==> config.mk <==
export PLATFORM = sky130hd
export DESIGN_NAME = mp4_fragment_timestamp_rebaser_core
export DESIGN_NICKNAME = d
export VERILOG_FILES = /design/src/hdl/trbs_pkg.sv /design/src/hdl/trbs_parser.sv /design/src/hdl/trbs_out_buf.sv /design/src/hdl/mp4_fragment_timestamp_rebaser_core.sv
export SDC_FILE = /design/constraint.sdc
export NUM_CORES = 1
export LEC_CHECK = 0
export BUFFER_PORTS_ARGS = -buffer_cell sky130_fd_sc_hd__buf_2
export CAP_MARGIN = 10
export CORE_MARGIN = 10
export CORE_UTILIZATION = 40
export DETAILED_ROUTE_END_ITERATION = 6
export GPL_ROUTABILITY_DRIVEN = 0
export MAX_ROUTING_LAYER = met4
export PLACE_DENSITY = 0.53
export SLEW_MARGIN = 20
export SYNTH_ARGS = -nofsm -noshare
export SYNTH_HDL_FRONTEND = slang
export SYNTH_HIERARCHICAL = 1
export SYNTH_SLANG_ARGS = --single-unit
export TNS_END_PERCENT = 5
==> constraint.sdc <==
create_clock -name clk_i -period 15.35 [get_ports clk_i]
set_input_delay 2.3025 -clock clk_i [delete_from_list [all_inputs] [get_ports clk_i]]
set_output_delay 2.3025 -clock clk_i [all_outputs]
set_load 0.01 [all_outputs]
==> src/hdl/trbs_pkg.sv <==
// ----------------------------------------------------------------------------
// trbs_pkg
// Shared types and constants of the fragment timestamp rebaser.
// ----------------------------------------------------------------------------
package trbs_pkg;

  localparam int unsigned BYTE_W   = 8;
  localparam int unsigned OFFSET_W = 63;
  localparam int unsigned FIELD_W  = 64;
  localparam int unsigned CNT_W    = 4;   // holds 0..8 bytes per group

  // Box type four-character codes
  localparam logic [31:0] KIND_SIDX = 32'h7369_6478;
  localparam logic [31:0] KIND_TFDT = 32'h7466_6474;
  localparam logic [31:0] KIND_MOOF = 32'h6d6f_6f66;
  localparam logic [31:0] KIND_TRAF = 32'h7472_6166;

  localparam logic [4:0] SIDX_FIELD_POS = 5'd20;
  localparam logic [4:0] TFDT_FIELD_POS = 5'd12;
  localparam logic [31:0] HDR_LEN       = 32'd8;

  // Output bytes produced by one input byte, first byte in the top lane
  typedef struct packed {
    logic [FIELD_W-1:0] data;
    logic [CNT_W-1:0]   cnt;
    logic               last;
    logic               err;
  } grp_t;

endpackage

==> src/hdl/trbs_parser.sv <==
// ----------------------------------------------------------------------------
// trbs_parser
// Input register, box header walker and timestamp patch adder.
// ----------------------------------------------------------------------------
module trbs_parser import trbs_pkg::*; (
  input  logic                clk_i,
  input  logic                rst_ni,
  input  logic                in_valid_i,
  output logic                in_ready_o,
  input  logic [BYTE_W-1:0]   in_byte_i,
  input  logic                in_eof_i,
  input  logic                cfg_valid_i,
  input  logic [OFFSET_W-1:0] cfg_data_i,
  output grp_t                grp_o,
  output logic                grp_valid_o,
  input  logic                grp_ready_i
);

  typedef enum logic [1:0] {
    PH_HEADER,
    PH_SKIP,
    PH_PATCH,
    PH_ERROR
  } phase_e;

  logic                in_v_q;
  logic [BYTE_W-1:0]   byte_q;
  logic                eof_q;
  logic [OFFSET_W-1:0] offset_q;

  phase_e              phase_q, phase_d;
  logic [31:0]         size_q, size_d;
  logic [31:0]         pos_q, pos_d;
  logic [31:0]         kind_q, kind_d;
  logic [7:0]          ver_q, ver_d;
  logic [FIELD_W-1:0]  held_q, held_d;
  logic [2:0]          hcnt_q, hcnt_d;
  logic                err_q, err_d;

  logic                fire;
  grp_t                grp;

  assign fire        = in_v_q && grp_ready_i;
  assign in_ready_o  = !in_v_q || fire;
  assign grp_valid_o = in_v_q;
  assign grp_o       = grp;

  always_comb begin
    logic [31:0]        size_nx;
    logic [31:0]        kind_nx;
    logic [32:0]        pos_inc;
    logic               box_end;
    logic [4:0]         off;
    logic [3:0]         len;
    logic [5:0]         field_end;
    logic               in_field;
    logic [FIELD_W-1:0] held_nx;
    logic [3:0]         hcnt_nx;
    logic [FIELD_W-1:0] sum;
    logic [5:0]         sh;

    phase_d = phase_q;
    size_d  = size_q;
    pos_d   = pos_q;
    kind_d  = kind_q;
    ver_d   = ver_q;
    held_d  = held_q;
    hcnt_d  = hcnt_q;
    err_d   = err_q;

    grp.data = {byte_q, {(FIELD_W-BYTE_W){1'b0}}};
    grp.cnt  = CNT_W'(1);
    grp.last = 1'b0;
    grp.err  = 1'b0;

    size_nx   = (pos_q < 32'd4) ? {size_q[23:0], byte_q} : size_q;
    kind_nx   = (pos_q < 32'd4) ? kind_q : {kind_q[23:0], byte_q};
    pos_inc   = {1'b0, pos_q} + 33'd1;
    box_end   = pos_inc >= {1'b0, size_q};
    off       = (kind_q == KIND_SIDX) ? SIDX_FIELD_POS : TFDT_FIELD_POS;
    len       = 4'd0;
    field_end = 6'd0;
    in_field  = 1'b0;
    held_nx   = {held_q[FIELD_W-BYTE_W-1:0], byte_q};
    hcnt_nx   = {1'b0, hcnt_q} + 4'd1;
    sum       = held_nx + {1'b0, offset_q};
    sh        = 6'd0;

    case (phase_q)
      PH_HEADER: begin
        size_d = size_nx;
        kind_d = kind_nx;
        if (pos_q == 32'd7) begin
          if (size_nx < HDR_LEN) begin
            err_d   = 1'b1;
            phase_d = PH_ERROR;
          end else if (kind_nx == KIND_MOOF || kind_nx == KIND_TRAF || size_nx == HDR_LEN) begin
            // containers are entered, empty boxes end right here
            pos_d  = '0;
            size_d = '0;
            kind_d = '0;
          end else begin
            phase_d = (kind_nx == KIND_SIDX || kind_nx == KIND_TFDT) ? PH_PATCH : PH_SKIP;
            pos_d   = HDR_LEN;
          end
        end else begin
          pos_d = pos_inc[31:0];
        end
      end
      PH_SKIP: begin
        if (box_end) begin
          phase_d = PH_HEADER;
          pos_d   = '0;
          size_d  = '0;
          kind_d  = '0;
        end else begin
          pos_d = pos_inc[31:0];
        end
      end
      PH_PATCH: begin
        if (pos_q == HDR_LEN) begin
          ver_d = byte_q;
        end
        if (pos_q > HDR_LEN) begin
          if (ver_q == 8'd1) begin
            len = 4'd8;
          end else if (ver_q == 8'd0) begin
            len = 4'd4;
          end
          // box too short to hold the whole field
          if (size_q < 32'({1'b0, off} + {2'b0, len})) begin
            len = 4'd0;
          end
        end
        field_end = {1'b0, off} + {2'b0, len};
        in_field  = (len != 4'd0) && (pos_q >= 32'(off)) && (pos_q < 32'(field_end));
        if (in_field) begin
          if (hcnt_nx == len) begin
            grp.cnt  = len;
            grp.data = (len == 4'd8) ? sum : {sum[31:0], 32'd0};
            held_d   = '0;
            hcnt_d   = '0;
          end else begin
            grp.cnt = '0;
            held_d  = held_nx;
            hcnt_d  = hcnt_nx[2:0];
          end
        end
        if (box_end) begin
          phase_d = PH_HEADER;
          pos_d   = '0;
          size_d  = '0;
          kind_d  = '0;
        end else begin
          pos_d = pos_inc[31:0];
        end
      end
      PH_ERROR: begin
        // pass through until the end of the fragment
      end
      default: begin
        phase_d = PH_ERROR;
      end
    endcase

    grp.err = err_d;

    if (eof_q) begin
      // held bytes go out unpatched; nothing else is emitted for a held byte
      if (hcnt_d != 3'd0) begin
        sh       = {(4'd8 - {1'b0, hcnt_d}), 2'b00} << 1;
        grp.data = held_d << sh;
        grp.cnt  = {1'b0, hcnt_d};
      end
      grp.last = 1'b1;
      phase_d  = PH_HEADER;
      size_d   = '0;
      pos_d    = '0;
      kind_d   = '0;
      ver_d    = '0;
      held_d   = '0;
      hcnt_d   = '0;
      err_d    = 1'b0;
    end
  end

  always_ff @(posedge clk_i or negedge rst_ni) begin
    if (!rst_ni) begin
      in_v_q   <= 1'b0;
      offset_q <= '0;
      phase_q  <= PH_HEADER;
      size_q   <= '0;
      pos_q    <= '0;
      kind_q   <= '0;
      ver_q    <= '0;
      held_q   <= '0;
      hcnt_q   <= '0;
      err_q    <= 1'b0;
    end else begin
      if (cfg_valid_i) begin
        offset_q <= cfg_data_i;
      end
      if (in_ready_o) begin
        in_v_q <= in_valid_i;
      end
      if (fire) begin
        phase_q <= phase_d;
        size_q  <= size_d;
        pos_q   <= pos_d;
        kind_q  <= kind_d;
        ver_q   <= ver_d;
        held_q  <= held_d;
        hcnt_q  <= hcnt_d;
        err_q   <= err_d;
      end
    end
  end

  always_ff @(posedge clk_i) begin
    if (in_ready_o && in_valid_i) begin
      byte_q <= in_byte_i;
      eof_q  <= in_eof_i;
    end
  end

  a_error_phase_flag: assert property (@(posedge clk_i) disable iff (!rst_ni)
    phase_q == PH_ERROR |-> err_q)
    else $error("error phase without error flag");

  a_held_only_in_patch: assert property (@(posedge clk_i) disable iff (!rst_ni)
    hcnt_q != 3'd0 |-> phase_q == PH_PATCH)
    else $error("bytes held outside a patched box");

  a_eof_clears: assert property (@(posedge clk_i) disable iff (!rst_ni)
    fire && eof_q |=> phase_q == PH_HEADER && hcnt_q == 3'd0 && !err_q)
    else $error("parse state not cleared after end of fragment");

endmodule

==> src/hdl/trbs_out_buf.sv <==
// ----------------------------------------------------------------------------
// trbs_out_buf
// Result register: holds one byte group and sends it a byte per transaction.
// ----------------------------------------------------------------------------
module trbs_out_buf import trbs_pkg::*; (
  input  logic              clk_i,
  input  logic              rst_ni,
  input  grp_t              grp_i,
  input  logic              grp_valid_i,
  output logic              grp_ready_o,
  output logic              out_valid_o,
  input  logic              out_ready_i,
  output logic [BYTE_W-1:0] out_byte_o,
  output logic              out_last_o,
  output logic              out_err_o
);

  logic [FIELD_W-1:0] data_q;
  logic [CNT_W-1:0]   cnt_q;
  logic               last_q;
  logic               err_q;
  logic               xfer;
  logic               load;

  assign xfer        = out_valid_o && out_ready_i;
  assign grp_ready_o = (cnt_q == '0) || (cnt_q == CNT_W'(1) && out_ready_i)
                       || (grp_i.cnt == '0);
  assign load        = grp_valid_i && grp_ready_o && (grp_i.cnt != '0);

  assign out_valid_o = cnt_q != '0;
  assign out_byte_o  = data_q[FIELD_W-1 -: BYTE_W];
  assign out_last_o  = last_q && (cnt_q == CNT_W'(1));
  assign out_err_o   = err_q;

  always_ff @(posedge clk_i or negedge rst_ni) begin
    if (!rst_ni) begin
      cnt_q <= '0;
    end else if (load) begin
      cnt_q <= grp_i.cnt;
    end else if (xfer) begin
      cnt_q <= cnt_q - CNT_W'(1);
    end
  end

  always_ff @(posedge clk_i) begin
    if (load) begin
      data_q <= grp_i.data;
      last_q <= grp_i.last;
      err_q  <= grp_i.err;
    end else if (xfer) begin
      data_q <= data_q << BYTE_W;
    end
  end

  a_cnt_range: assert property (@(posedge clk_i) disable iff (!rst_ni)
    cnt_q <= CNT_W'(8))
    else $error("output group count out of range");

  a_no_load_busy: assert property (@(posedge clk_i) disable iff (!rst_ni)
    load |-> cnt_q == '0 || (cnt_q == CNT_W'(1) && xfer))
    else $error("group loaded over unsent bytes");

endmodule

==> src/hdl/mp4_fragment_timestamp_rebaser_core.sv <==
// ----------------------------------------------------------------------------
// mp4_fragment_timestamp_rebaser_core
// Adds a timestamp offset to sidx and tfdt boxes of an MP4 fragment stream.
// ----------------------------------------------------------------------------
// Usage:
//   s_axis carries the fragment one byte per transaction, tlast on its final
//   byte. m_axis returns the same bytes in order; the timestamp field of sidx
//   (presentation time) and tfdt (decode time) comes out with time_offset
//   added, wrapping at the field width (32 or 64 bits by box version). tuser
//   flags a box size below 8 in the current fragment.
//   cfg_* writes time_offset; write it only while the block is idle.
// Timing:
//   One byte per cycle outside patched fields while m_axis_tready is high. A
//   byte accepted passes the input register and the parse/add logic, is
//   loaded into the output register and leaves m_axis from there.
//   Field bytes are held until the field is complete, then leave as a burst of
//   4 or 8 bytes from the output register, one per cycle while m_axis_tready
//   is high; s_axis stalls while the burst drains.
// Reset and stalls:
//   Reset clears the parse state and sets time_offset to 0. When m_axis_tready
//   is low the output register holds one byte or one burst, the input
//   register one more byte and the parser any field bytes still held, then s_axis_tready drops.
// ----------------------------------------------------------------------------
module mp4_fragment_timestamp_rebaser_core import trbs_pkg::*; (
  input  logic                clk_i,
  input  logic                rst_ni,
  // slave stream
  input  logic                s_axis_tvalid,
  output logic                s_axis_tready,
  input  logic [7:0]          s_axis_tdata,   // [7:0] data_byte
  input  logic                s_axis_tlast,   // end_of_fragment
  // master stream
  output logic                m_axis_tvalid,
  input  logic                m_axis_tready,
  output logic [7:0]          m_axis_tdata,   // [7:0] out_byte
  output logic                m_axis_tlast,   // last_out
  output logic                m_axis_tuser,   // [0] box_error
  // configuration
  input  logic                cfg_valid_i,
  output logic                cfg_ready_o,
  input  logic [OFFSET_W-1:0] cfg_data_i      // time_offset
);

  grp_t grp;
  logic grp_valid;
  logic grp_ready;

  assign cfg_ready_o = 1'b1;

  trbs_parser u_parser (
    .clk_i       (clk_i),
    .rst_ni      (rst_ni),
    .in_valid_i  (s_axis_tvalid),
    .in_ready_o  (s_axis_tready),
    .in_byte_i   (s_axis_tdata),
    .in_eof_i    (s_axis_tlast),
    .cfg_valid_i (cfg_valid_i),
    .cfg_data_i  (cfg_data_i),
    .grp_o       (grp),
    .grp_valid_o (grp_valid),
    .grp_ready_i (grp_ready)
  );

  trbs_out_buf u_out_buf (
    .clk_i       (clk_i),
    .rst_ni      (rst_ni),
    .grp_i       (grp),
    .grp_valid_i (grp_valid),
    .grp_ready_o (grp_ready),
    .out_valid_o (m_axis_tvalid),
    .out_ready_i (m_axis_tready),
    .out_byte_o  (m_axis_tdata),
    .out_last_o  (m_axis_tlast),
    .out_err_o   (m_axis_tuser)
  );

endmodule
Word level (Yosys, flattened, before mapping)
Cells that the tools add are included.

word-level totals
  flip-flop bits (word level) = 317
  memory bits (writable) = 0
  memories = 0
  latch bits = 0
  input port bits = 77
  word-level logic and storage cells = 141
  ROM bits = 0

cells by class
  shift operators = 1
  equal/unequal tests = 18
  magnitude comparators = 7
  reductions and logical operators = 32
  divide/modulo/power cells = 0
  $mul = 0
  bitwise logic cells = 0
  add/subtract/negate cells = 7
  multiplexer cells = 60

operators with widths
  operator                 number
  $mux W64                 8
  $mux W32                 15
  $mux W68                 3
  $pmux W32 S2             3
  $eq A32 B31 Y1 const B   5
  $mux W69                 1
  $add A64 B63 Y64         1
  $eq A32 B4 Y1 const B    2
  $shl A64 B6 Y64          1
  $mux W4                  10
  $add A32 B1 Y33 const B  1
  $ge A33 B32 Y1           1
  $eq A32 B3 Y1 const B    1
  $ge A32 B5 Y1            1
  $gt A32 B4 Y1 const B    1
  $lt A32 B3 Y1 const B    1
  $lt A32 B32 Y1           1
  $lt A32 B4 Y1 const B    1
  $lt A32 B6 Y1            1
  $mux W8                  3
  $mux W3                  5
  $add A5 B4 Y6            2
  $mux W2                  6
  $reduce_bool A4 Y1       3
  other kinds (26)         48

Depth between registers and ports, before layout
Gate-level depths: netlist of run 1.

  depth after elaboration = 24
  mapped depth = 44
  gate-level depth less buffers = 36

By module
Netlist of run 1, hierarchy kept.

by module, submodules not included
  module                               area each (um^2)  cells an instance  sequential area each (um^2)  instances
  trbs_parser                          18895.6           2216               6226.0                       1
  trbs_out_buf                         3174.3            184                2082.0                       1
  mp4_fragment_timestamp_rebaser_core  11.3              2                  0.0                          1

Worst setup path before layout of run 1
No wires, ideal clock.

  path type = flip-flop to flip-flop
  from = register u_parser.kind_q[2]
  to = register u_out_buf.data_q[0] (enable)
  period minus slack after synthesis = 13.150 ns
  data required time = 14.776 ns
  buffers on the path = 8
  slack = 2.200 ns
  cell stages (with the launch flop) = 34
  data arrival time = 12.575 ns
  cell sequence = dfrtp_1 -> clkbuf_1 -> or4b_2 -> nor4_1 -> nand4_1 -> nor3_1 -> fa_1 -> ha_1 -> o2111a_1 -> o31ai_2 -> a32oi_4 -> nand2_1 -> inv_1 -> clkbuf_1 -> clkbuf_1 -> fa_1 -> inv_1 -> ha_1 -> o211ai_1 -> o2111a_1 -> and2_1 -> buf_6 -> buf_4 -> buf_2 -> mux2i_1 -> ha_1 -> ha_1 -> nand2b_1 -> buf_1 -> nand3_1 -> clkbuf_1 -> o21ai_0 -> o41ai_4 -> o21ai_0

RTL lines
  item                      RTL line            text
  start: declaration        trbs_parser.sv:34   logic [31:0] kind_q, kind_d;
  start signal: assignment  trbs_parser.sv:210  kind_q <= kind_d;
  end signal: assignment    trbs_out_buf.sv:47  data_q <= grp_i.data;
  end signal: assignment    trbs_out_buf.sv:51  data_q <= data_q << BYTE_W;
  end: declaration          trbs_out_buf.sv:18  logic [FIELD_W-1:0] data_q;

==> qor.json, run 1 <==
{
  "outcome": {"value": "finished, final reports clean"},
  "avgRoutedWirePerCell": {"value": 24.7, "unit": "um"},
  "report.final.setup_viol": {"value": 0},
  "timing_worst_slew_pin_value": {"value": 1.13, "unit": "ns"},
  "worst-setup-path-type": {"value": "reg2out"},
  "io_buffers": {"value": 88},
  "initial_antenna_violation_count": {"value": 1},
  "grt_pass1_wl": {"value": 118000, "unit": "um"},
  "min_delay_path_depth": {"value": 1},
  "critPathLaunchType": {"value": "register"},
  "firstDrtPassIters": {"value": 6},
  "synth_area_leaders": {"value": "sky130_fd_sc_hd__dfrtp_1, sky130_fd_sc_hd__edfxtp_1, sky130_fd_sc_hd__ha_1, sky130_fd_sc_hd__mux2_2, sky130_fd_sc_hd__nand2_1"},
  "cts_hold_repair.buffers": {"value": 0},
  "timing.critical_path.arrival": {"value": 10.15, "unit": "ns"},
  "cts.htree.levels": {"value": 2},
  "cts_tree": {"value": "done"},
  "grt_setup_unrepaired": {"value": "no"},
  "tritoncts_num_sinks": {"value": 317},
  "final_worst_path_period_need": {"value": 12.45, "unit": "ns"},
  "ys_async_sr_fraction": {"value": 0.763},
  "detail_route.iter0.violations": {"value": 2198},
  "fin_nets": {"value": 2597},
  "num_rows": {"value": 86},
  "grt_start_max_net_pins": {"value": 124},
  "worst_ep_required_time": {"value": 13.05, "unit": "ns"},
  "final.fill_count": {"value": 5372},
  "synth-edff-count": {"value": 75},
  "cellLeakagePower": {"value": 0.0103, "unit": "uW"},
  "vdd_drop_max": {"value": 0.117, "unit": "mV"},
  "fin_worst_skew": {"value": 0.0223, "unit": "ns"},
  "tns": {"value": 0, "unit": "ns"},
  "reg2reg_depth": {"value": 36},
  "cts_buffers": {"value": 40},
  "period_share": {"value": 0.811},
  "first_global_vias": {"value": 19000},
  "end_kind": {"value": "output pin"},
  "report.final.slew_viol_count": {"value": 0},
  "hold_class": {"value": "reg2reg"},
  "via_count": {"value": 19600},
  "fmax": {"value": 80.3, "unit": "MHz"},
  "synth.top_cell.area_share": {"value": 0.274},
  "critical_path.max_fanout": {"value": 54},
  "mean_syn_cell_area": {"value": 9.19, "unit": "um^2"},
  "gr-usage-all-layers": {"value": 0.242},
  "final-hold-violation-count": {"value": 0},
  "drt-total-wl": {"value": 77500, "unit": "um"},
  "worst_slack_after_detailed_placement": {"value": 3.61, "unit": "ns"},
  "dieHeight": {"value": 255, "unit": "um"},
  "synth.ff_latch_count": {"value": 317},
  "powerDensity": {"value": 146, "unit": "mW/mm^2"},
  "post-route-worst-setup-slack": {"value": 2.90, "unit": "ns"},
  "cts_max_path_buffers": {"value": 3},
  "place.detailed.instances": {"value": 3062},
  "clock_tree.root_cell": {"value": "sky130_fd_sc_hd__clkbuf_16"},
  "syn-instance-count": {"value": 2402},
  "syn_area": {"value": 0.0221, "unit": "mm^2"},
  "drcViolationCount": {"value": 0},
  "clk_transition_reported_paths": {"value": 0.06, "unit": "ns"},
  "fin_cells": {"value": 3136},
  "slew_headroom": {"value": 0.243},
  "fp.dieArea": {"value": 0.0650, "unit": "mm^2"},
  "grt.overflow.total": {"value": 0},
  "core_region_area": {"value": 0.0549, "unit": "mm^2"},
  "floorplan.initialDensity": {"value": 0.402},
  "synth_nets": {"value": 2598},
  "worst_skew_pair_later_pin_latency": {"value": 0.58, "unit": "ns"},
  "hold-worst-slack": {"value": 0.504, "unit": "ns"},
  "post_synth_num_cell_types": {"value": 92},
  "synth_flop_cell": {"value": "sky130_fd_sc_hd__dfrtp_1"},
  "die_w": {"value": 255, "unit": "um"},
  "sequential_fraction_of_the_synthesis_area": {"value": 0.376},
  "post_cts.resized_instances": {"value": 0},
  "drive_above_1_share": {"value": 0.145},
  "viasPerCell": {"value": 6.25},
  "max-cap-violations": {"value": 0},
  "syn_to_final_growth": {"value": 9.82, "unit": "%"},
  "crit_path_max_incr_delay": {"value": 0.69, "unit": "ns"},
  "crit_slowest_cell": {"value": "sky130_fd_sc_hd__or4b_2"},
  "path_common_cell": {"value": "sky130_fd_sc_hd__ha_1"},
  "synthesis.yosys.warnings": {"value": 6},
  "postCtsSetupBuffers": {"value": 0},
  "drtAntennaViolNets": {"value": 0},
  "hpwlAfterDp": {"value": 55000, "unit": "um"},
  "num_io_pins": {"value": 90},
  "synth_top_area_cell": {"value": "sky130_fd_sc_hd__dfrtp_1"},
  "final_core_utilization": {"value": 0.442}
}
## flip-flops by register name, summed over array words and instances, names as in the netlist
name,flops
u_parser/hcnt_q,3
u_parser/err_q,1
u_out_buf/data_q,64
u_parser/pos_q,32
u_parser/byte_q,8
u_parser/eof_q,1
u_parser/ver_q,8
u_parser/phase_q,2
u_out_buf/cnt_q,4
u_out_buf/out_err_o,1
u_parser/offset_q,63
u_parser/held_q,64
u_parser/kind_q,32
u_out_buf/last_q,1
u_parser/size_q,32
u_parser/grp_valid_o,1
## cell families after synthesis
| family | Yosys count | synth area share |
|---|---|---|
| AO/OA/AOI/OAI | 752 | 0.227 |
| XOR/XNOR | 89 | 0.0353 |
| adder cells (fa/ha/maj) | 119 | 0.0684 |
| buffers and inverters | 243 | 0.0473 |
| flip-flops | 317 | 0.376 |
| multiplexers | 182 | 0.0932 |
| other | 1 | 0.000170 |
| AND/OR/NAND/NOR | 699 | 0.153 |
## power by group
group	switching (uW)	internal, uW	total (uW)	leakage, uW
Combinational	905	480	1380	0.00569
Clock	384	543	927	0.000618
Sequential	146	1080	1230	0.00394
## placed cells by master, fill, tap and decap left out, types with 65 or more instances in the layout
cell type / netlist / final
sky130_fd_sc_hd__nand2_1: 268 / 267
sky130_fd_sc_hd__dfrtp_1: 242 / 241
sky130_fd_sc_hd__o21ai_0: 194 / 193
sky130_fd_sc_hd__a21oi_1: 142 / 142
sky130_fd_sc_hd__nor2_1: 138 / 136
sky130_fd_sc_hd__mux2_2: 127 / 127
sky130_fd_sc_hd__ha_1: 116 / 116
sky130_fd_sc_hd__a22o_1: 104 / 104
sky130_fd_sc_hd__buf_2: 24 / 87
sky130_fd_sc_hd__edfxtp_1: 75 / 75
sky130_fd_sc_hd__inv_1: 74 / 73
sky130_fd_sc_hd__nand3_1: 65 / 65
## worst max-delay path, delay by kind of cell, from the launching register on
| family | cells | cell delay (ns) |
|---|---|---|
| AO/OA/AOI/OAI | 7 | 2.01 |
| flip-flops | 1 | 0.47 |
| adder cells (fa/ha/maj) | 6 | 1.83 |
| AND/OR/NAND/NOR | 12 | 3.92 |
| buffers and inverters | 5 | 1.29 |
## cell usage after synthesis (8+ instances only)
library cell,number
sky130_fd_sc_hd__nand2_1,268
sky130_fd_sc_hd__dfrtp_1,242
sky130_fd_sc_hd__o21ai_0,194
sky130_fd_sc_hd__a21oi_1,142
sky130_fd_sc_hd__nor2_1,138
sky130_fd_sc_hd__mux2_2,127
sky130_fd_sc_hd__ha_1,116
sky130_fd_sc_hd__clkbuf_1,112
sky130_fd_sc_hd__a22o_1,104
sky130_fd_sc_hd__edfxtp_1,75
sky130_fd_sc_hd__inv_1,74
sky130_fd_sc_hd__nand3_1,65
sky130_fd_sc_hd__a22oi_1,55
sky130_fd_sc_hd__xor2_1,47
sky130_fd_sc_hd__xnor2_1,42
sky130_fd_sc_hd__a21o_1,38
sky130_fd_sc_hd__mux2i_1,38
sky130_fd_sc_hd__o22ai_1,37
sky130_fd_sc_hd__nor3_1,31
sky130_fd_sc_hd__nor4_1,28
sky130_fd_sc_hd__and2_1,25
sky130_fd_sc_hd__o211ai_1,25
sky130_fd_sc_hd__buf_2,24
sky130_fd_sc_hd__nand4_1,24
sky130_fd_sc_hd__a31oi_1,23
sky130_fd_sc_hd__o31ai_1,19
sky130_fd_sc_hd__a211oi_1,18
sky130_fd_sc_hd__and3_1,18
sky130_fd_sc_hd__nand2b_1,18
sky130_fd_sc_hd__nor2b_1,17
sky130_fd_sc_hd__buf_4,15
sky130_fd_sc_hd__o21a_1,13
sky130_fd_sc_hd__a21boi_0,12
sky130_fd_sc_hd__mux2_1,12
sky130_fd_sc_hd__or3_1,12
sky130_fd_sc_hd__buf_1,11
sky130_fd_sc_hd__and4_1,8
sky130_fd_sc_hd__nand4b_1,8
## metrics by stage
stage | total power, uW | cell area (um^2)
6_report | 3540 | 24200
5_1_grt | 3730 | 24200
4_1_cts | 3540 | 24200
3_5_place_dp | 2600 | 23000
3_3_place_gp | 2590 | 23000
2_1_floorplan | 2150 | 22100
## cell type report
type                    instances  area, um^2  area share
multi-input cells            1842       12800       0.527
flip-flops and latches        317        8310       0.343
repair buffers                125         741      0.0305
inverters                      75         282      0.0116
diodes                          1        2.50    0.000103
well taps                     704         881      0.0363
clock buffers                  54        1070      0.0443
clock inverters                18         188     0.00774
## worst paths after layout
check / start / endpoint / slack [ns]
worst max-delay path: u_parser/kind_q[2] / s_axis_tready / 2.90
worst min-delay path: u_parser/ver_q[3] / u_parser/ver_q[3] / 0.50
worst max register to register: u_parser/kind_q[2] / u_parser/pos_q[6] / 4.15
worst min register to register: u_parser/ver_q[3] / u_parser/ver_q[3] / 0.50
max in group asynchronous: rst_ni / u_parser/held_q[44] / 12.03
min in group asynchronous: rst_ni / u_parser/kind_q[0] / 1.84
## routing by layer
metal | routed length [um] | share of wire | up-vias | GRT usage
li1 | - | - | 8918 | -
met3 | 5500 | 0.071 | 219 | 0.0376
met2 | 36100 | 0.47 | 844 | 0.385
met5 | 0 | 0 | - | -
met4 | 3610 | 0.047 | 0 | 0.104
met1 | 32300 | 0.42 | 9628 | 0.303
Note: power is estimated with default switching activity, not from simulation.
==> inputs of run 2 (changes only) <==
--- a/config.mk
+++ b/config.mk
@@ -5,6 +5,7 @@
 export SDC_FILE = /design/constraint.sdc
 export NUM_CORES = 1
 export LEC_CHECK = 0
+export ABC_AREA = 1
 export BUFFER_PORTS_ARGS = -buffer_cell sky130_fd_sc_hd__buf_2
 export CAP_MARGIN = 10
 export CORE_MARGIN = 10
@@ -12,7 +13,7 @@
 export DETAILED_ROUTE_END_ITERATION = 6
 export GPL_ROUTABILITY_DRIVEN = 0
 export MAX_ROUTING_LAYER = met4
-export PLACE_DENSITY = 0.53
+export PLACE_DENSITY = 0.55
 export SLEW_MARGIN = 20
 export SYNTH_ARGS = -nofsm -noshare
 export SYNTH_HDL_FRONTEND = slang
==> constraint.sdc (replaced) <==
create_clock -name clk_i -period 11.3 [get_ports clk_i]
set_input_delay 1.695 -clock clk_i [delete_from_list [all_inputs] [get_ports clk_i]]
set_output_delay 1.695 -clock clk_i [all_outputs]
set_load 0.01 [all_outputs]
==> qor.json, run 2 <==
{
  "syn_area": {"value": 0.0244, "unit": "mm^2"},
  "synth_nets": {"value": 3743},
  "worst-setup-path-type": {"value": "reg2out"},
  "drt-total-wl": {"value": 90500, "unit": "um"},
  "hpwlAfterDp": {"value": 66600, "unit": "um"},
  "grt_pass1_wl": {"value": 137000, "unit": "um"},
  "most_common_cell_after_layout_fill_and_taps_aside": {"value": "sky130_fd_sc_hd__nand2_1"},
  "timing.critical_path.arrival": {"value": 8.64, "unit": "ns"},
  "mean_syn_cell_area": {"value": 6.88, "unit": "um^2"},
  "fp.dieArea": {"value": 0.0713, "unit": "mm^2"},
  "avgRoutedWirePerCell": {"value": 20.8, "unit": "um"},
  "critical_path.reg2reg.startpoint": {"value": "u_parser/kind_q[17]"},
  "num_io_pins": {"value": 90},
  "drive_above_1_share": {"value": 0.0811},
  "ys_async_sr_fraction": {"value": 0.763},
  "path_buf_inv": {"value": 9},
  "tritoncts_num_sinks": {"value": 317},
  "hold_class": {"value": "reg2reg"},
  "synth-edff-count": {"value": 75},
  "synth_top_cells_by_count": {"value": "sky130_fd_sc_hd__nand2_1, sky130_fd_sc_hd__inv_1, sky130_fd_sc_hd__nor2_1"},
  "cts_buffers": {"value": 41},
  "cellLeakagePower": {"value": 0.0124, "unit": "uW"},
  "first_global_vias": {"value": 22100},
  "fmax": {"value": 96.7, "unit": "MHz"},
  "cts_hold_repair.buffers": {"value": 0},
  "grt_setup_unrepaired": {"value": "no"},
  "commonest_non_fill_non_tap_cells_in_the_layout": {"value": "sky130_fd_sc_hd__nand2_1, sky130_fd_sc_hd__inv_1, sky130_fd_sc_hd__nor2_1"},
  "critical_path.max_fanout": {"value": 27},
  "drcViolationCount": {"value": 0},
  "period_share": {"value": 0.915},
  "largestRegisters": {"value": "u_out_buf/data_q (64), u_parser/held_q (64), u_parser/offset_q (63)"},
  "pwr-share-comb": {"value": 0.613},
  "sequential_fraction_of_the_synthesis_area": {"value": 0.341},
  "crit_slowest_cell": {"value": "sky130_fd_sc_hd__nand2_2"},
  "timing_worst_slew_pin_value": {"value": 1.13, "unit": "ns"},
  "grt_start_max_net_pins": {"value": 142},
  "cts_max_path_buffers": {"value": 3},
  "detail_route.iter0.violations": {"value": 3070},
  "power.share.sequential": {"value": 0.221},
  "gr-usage-all-layers": {"value": 0.254},
  "cell_internal_pwr": {"value": 3740, "unit": "uW"},
  "worstHoldStart": {"value": "u_parser/ver_q[2]"},
  "cts.htree.levels": {"value": 2},
  "final-hold-violation-count": {"value": 0},
  "syn_to_final_growth": {"value": 9.25, "unit": "%"},
  "crit_path_max_incr_delay": {"value": 0.54, "unit": "ns"},
  "critPathLaunchType": {"value": "register"},
  "tns": {"value": 0, "unit": "ns"},
  "die_w": {"value": 267, "unit": "um"},
  "clock_tree.root_cell": {"value": "sky130_fd_sc_hd__clkbuf_16"},
  "fin_nets": {"value": 3742},
  "yosys.cell_count.top_type": {"value": "sky130_fd_sc_hd__nand2_1"},
  "p_total": {"value": 8210, "unit": "uW"},
  "max-cap-violations": {"value": 0},
  "final.fill_count": {"value": 6373},
  "initial_antenna_violation_count": {"value": 1},
  "power_dissipated_by_switching_net_loads": {"value": 4470, "unit": "uW"},
  "synth.top_cell.area_share": {"value": 0.248},
  "worst_skew_pair_later_pin_latency": {"value": 0.58, "unit": "ns"},
  "outcome": {"value": "finished, final reports clean"},
  "firstDrtPassIters": {"value": 7},
  "slew_headroom": {"value": 0.239},
  "placement.cell_area": {"value": 0.0253, "unit": "mm^2"},
  "via_count": {"value": 24500},
  "cts_tree": {"value": "done"},
  "synth_top_area_cell": {"value": "sky130_fd_sc_hd__dfrtp_1"},
  "clk_transition_reported_paths": {"value": 0.06, "unit": "ns"},
  "path_common_cell": {"value": "sky130_fd_sc_hd__nand2_1"},
  "report.final.setup_viol": {"value": 0},
  "io_buffers": {"value": 88},
  "vdd_drop_max": {"value": 0.350, "unit": "mV"},
  "syn-instance-count": {"value": 3547},
  "grt.overflow.total": {"value": 0},
  "floorplan.initialDensity": {"value": 0.404},
  "end_kind": {"value": "output pin"},
  "viasPerCell": {"value": 5.62},
  "clkPwrFrac": {"value": 0.166},
  "synth_flop_cell": {"value": "sky130_fd_sc_hd__dfrtp_1"},
  "report.final.slew_viol_count": {"value": 0},
  "synth_area_leaders": {"value": "sky130_fd_sc_hd__dfrtp_1, sky130_fd_sc_hd__nand2_1, sky130_fd_sc_hd__edfxtp_1, sky130_fd_sc_hd__ha_1, sky130_fd_sc_hd__inv_1"},
  "synthesis.yosys.warnings": {"value": 6},
  "post_synth_num_cell_types": {"value": 53},
  "powerDensity": {"value": 308, "unit": "mW/mm^2"},
  "critical-path-top-delay-family": {"value": "simple AND/OR/NAND/NOR gates"},
  "core_region_area": {"value": 0.0604, "unit": "mm^2"},
  "postCtsSetupBuffers": {"value": 0},
  "final_worst_path_period_need": {"value": 10.34, "unit": "ns"},
  "critical_path.startpoint": {"value": "u_parser/kind_q[17]"},
  "post_cts.resized_instances": {"value": 0},
  "num_rows": {"value": 90},
  "synth.ff_latch_count": {"value": 317},
  "drtAntennaViolNets": {"value": 0},
  "worst_ep_required_time": {"value": 9.61, "unit": "ns"},
  "swShare": {"value": 0.545},
  "fin_worst_skew": {"value": 0.0214, "unit": "ns"},
  "design_area": {"value": 0.0266, "unit": "mm^2"},
  "dieHeight": {"value": 267, "unit": "um"}
}
-- run 2: changes by cell type in the layout (fill, tap and decap cells not counted), sizes merged, moves of 21 or more --
cell / before / now
a21o: 38 / 17
a21oi: 143 / 165
a22o: 104 / 23
a22oi: 55 / 0
and2: 25 / 1
inv: 75 / 372
mux2: 139 / 63
mux2i: 38 / 0
nand2: 269 / 1062
nand3: 65 / 267
nand4: 24 / 69
nor2: 140 / 339
o21ai: 197 / 320
-- run 2: cell type report --
type	count	area (um^2)	area share
Timing Repair Buffer	113	651	0.0244
Sequential cell	317	8310	0.312
Multi-Input combinational cell	2699	13900	0.522
Tap cell	782	978	0.0367
Clock buffer	57	1210	0.0454
Antenna cell	1	2.50	0.0000939
Inverter	374	1410	0.0527
Clock inverter	17	171	0.00643
-- run 2: path summary, 6_finish.rpt --
check | to | slack [ns] | cells after the start
setup / recovery | s_axis_tready | 0.96 | 40
hold / removal | u_parser/ver_q[2] | 0.49 | 2
setup reg to reg | u_parser/size_q[10] | 1.18 | 44
hold reg to reg | u_parser/ver_q[2] | 0.49 | 2
max in group asynchronous | u_parser/held_q[22] | 8.85 | 2
min in group asynchronous | u_parser/size_q[31] | 1.12 | 1
-- run 2: worst min-delay path, delay by kind of cell, from the launching register on --
family | cells | cell delay, ns
AO/OA/AOI/OAI | 1 | 0.06
AND/OR/NAND/NOR | 1 | 0.05
flip-flops | 1 | 0.34
-- run 2: routing by layer --
layer  vias to the layer above  wire [um]  track usage
met1                     11500      41800        0.368
met2                      1120      37300        0.353
met3                       134       9010       0.0502
met4                         0       2390       0.0645
met5                         -          0            -
li1                      11800          -            -
-- run 2: power groups by stage --
stage | logic [uW] | clock network (uW) | registers [uW]
2_1_floorplan | 3750 | 0 | 1720
3_3_place_gp | 4920 | 0 | 1830
3_5_place_dp | 4890 | 0 | 1830
4_1_cts | 4920 | 1390 | 1820
5_1_grt | 5580 | 1440 | 1850
6_report | 5030 | 1360 | 1820
-- run 2: metrics by stage --
| step | instances | setup slack [ns] | hold slack, ns | utilization |
|---|---|---|---|---|
| after CTS | 4359 | 0.933 | 0.490 | 0.441 |
| after floorplan | 3547 | 2.63 | 0.453 | - |
| after detailed placement | 4285 | 1.22 | 0.476 | 0.419 |
| after global placement | 4285 | 1.49 | 0.469 | 0.419 |
| after global routing | 4360 | 0.268 | 0.515 | 0.442 |
| final | 4360 | 0.962 | 0.492 | 0.442 |
-- run 2: cells by family (layout without fill, tap and decap cells) --
| group | count (synthesis) | in the layout | share of synthesized area |
|---|---|---|---|
| DFF | 317 | 317 | 0.341 |
| and+or+nand+nor | 1817 | 1817 | 0.311 |
| muxes | 63 | 63 | 0.0291 |
| other | 1 | 2 | 0.000154 |
| AOI/OAI and AO/OA | 639 | 639 | 0.146 |
| adders and majority gates | 119 | 119 | 0.0620 |
| buffers and inverters | 531 | 561 | 0.0901 |
| xor gates and xnor gates | 60 | 60 | 0.0215 |
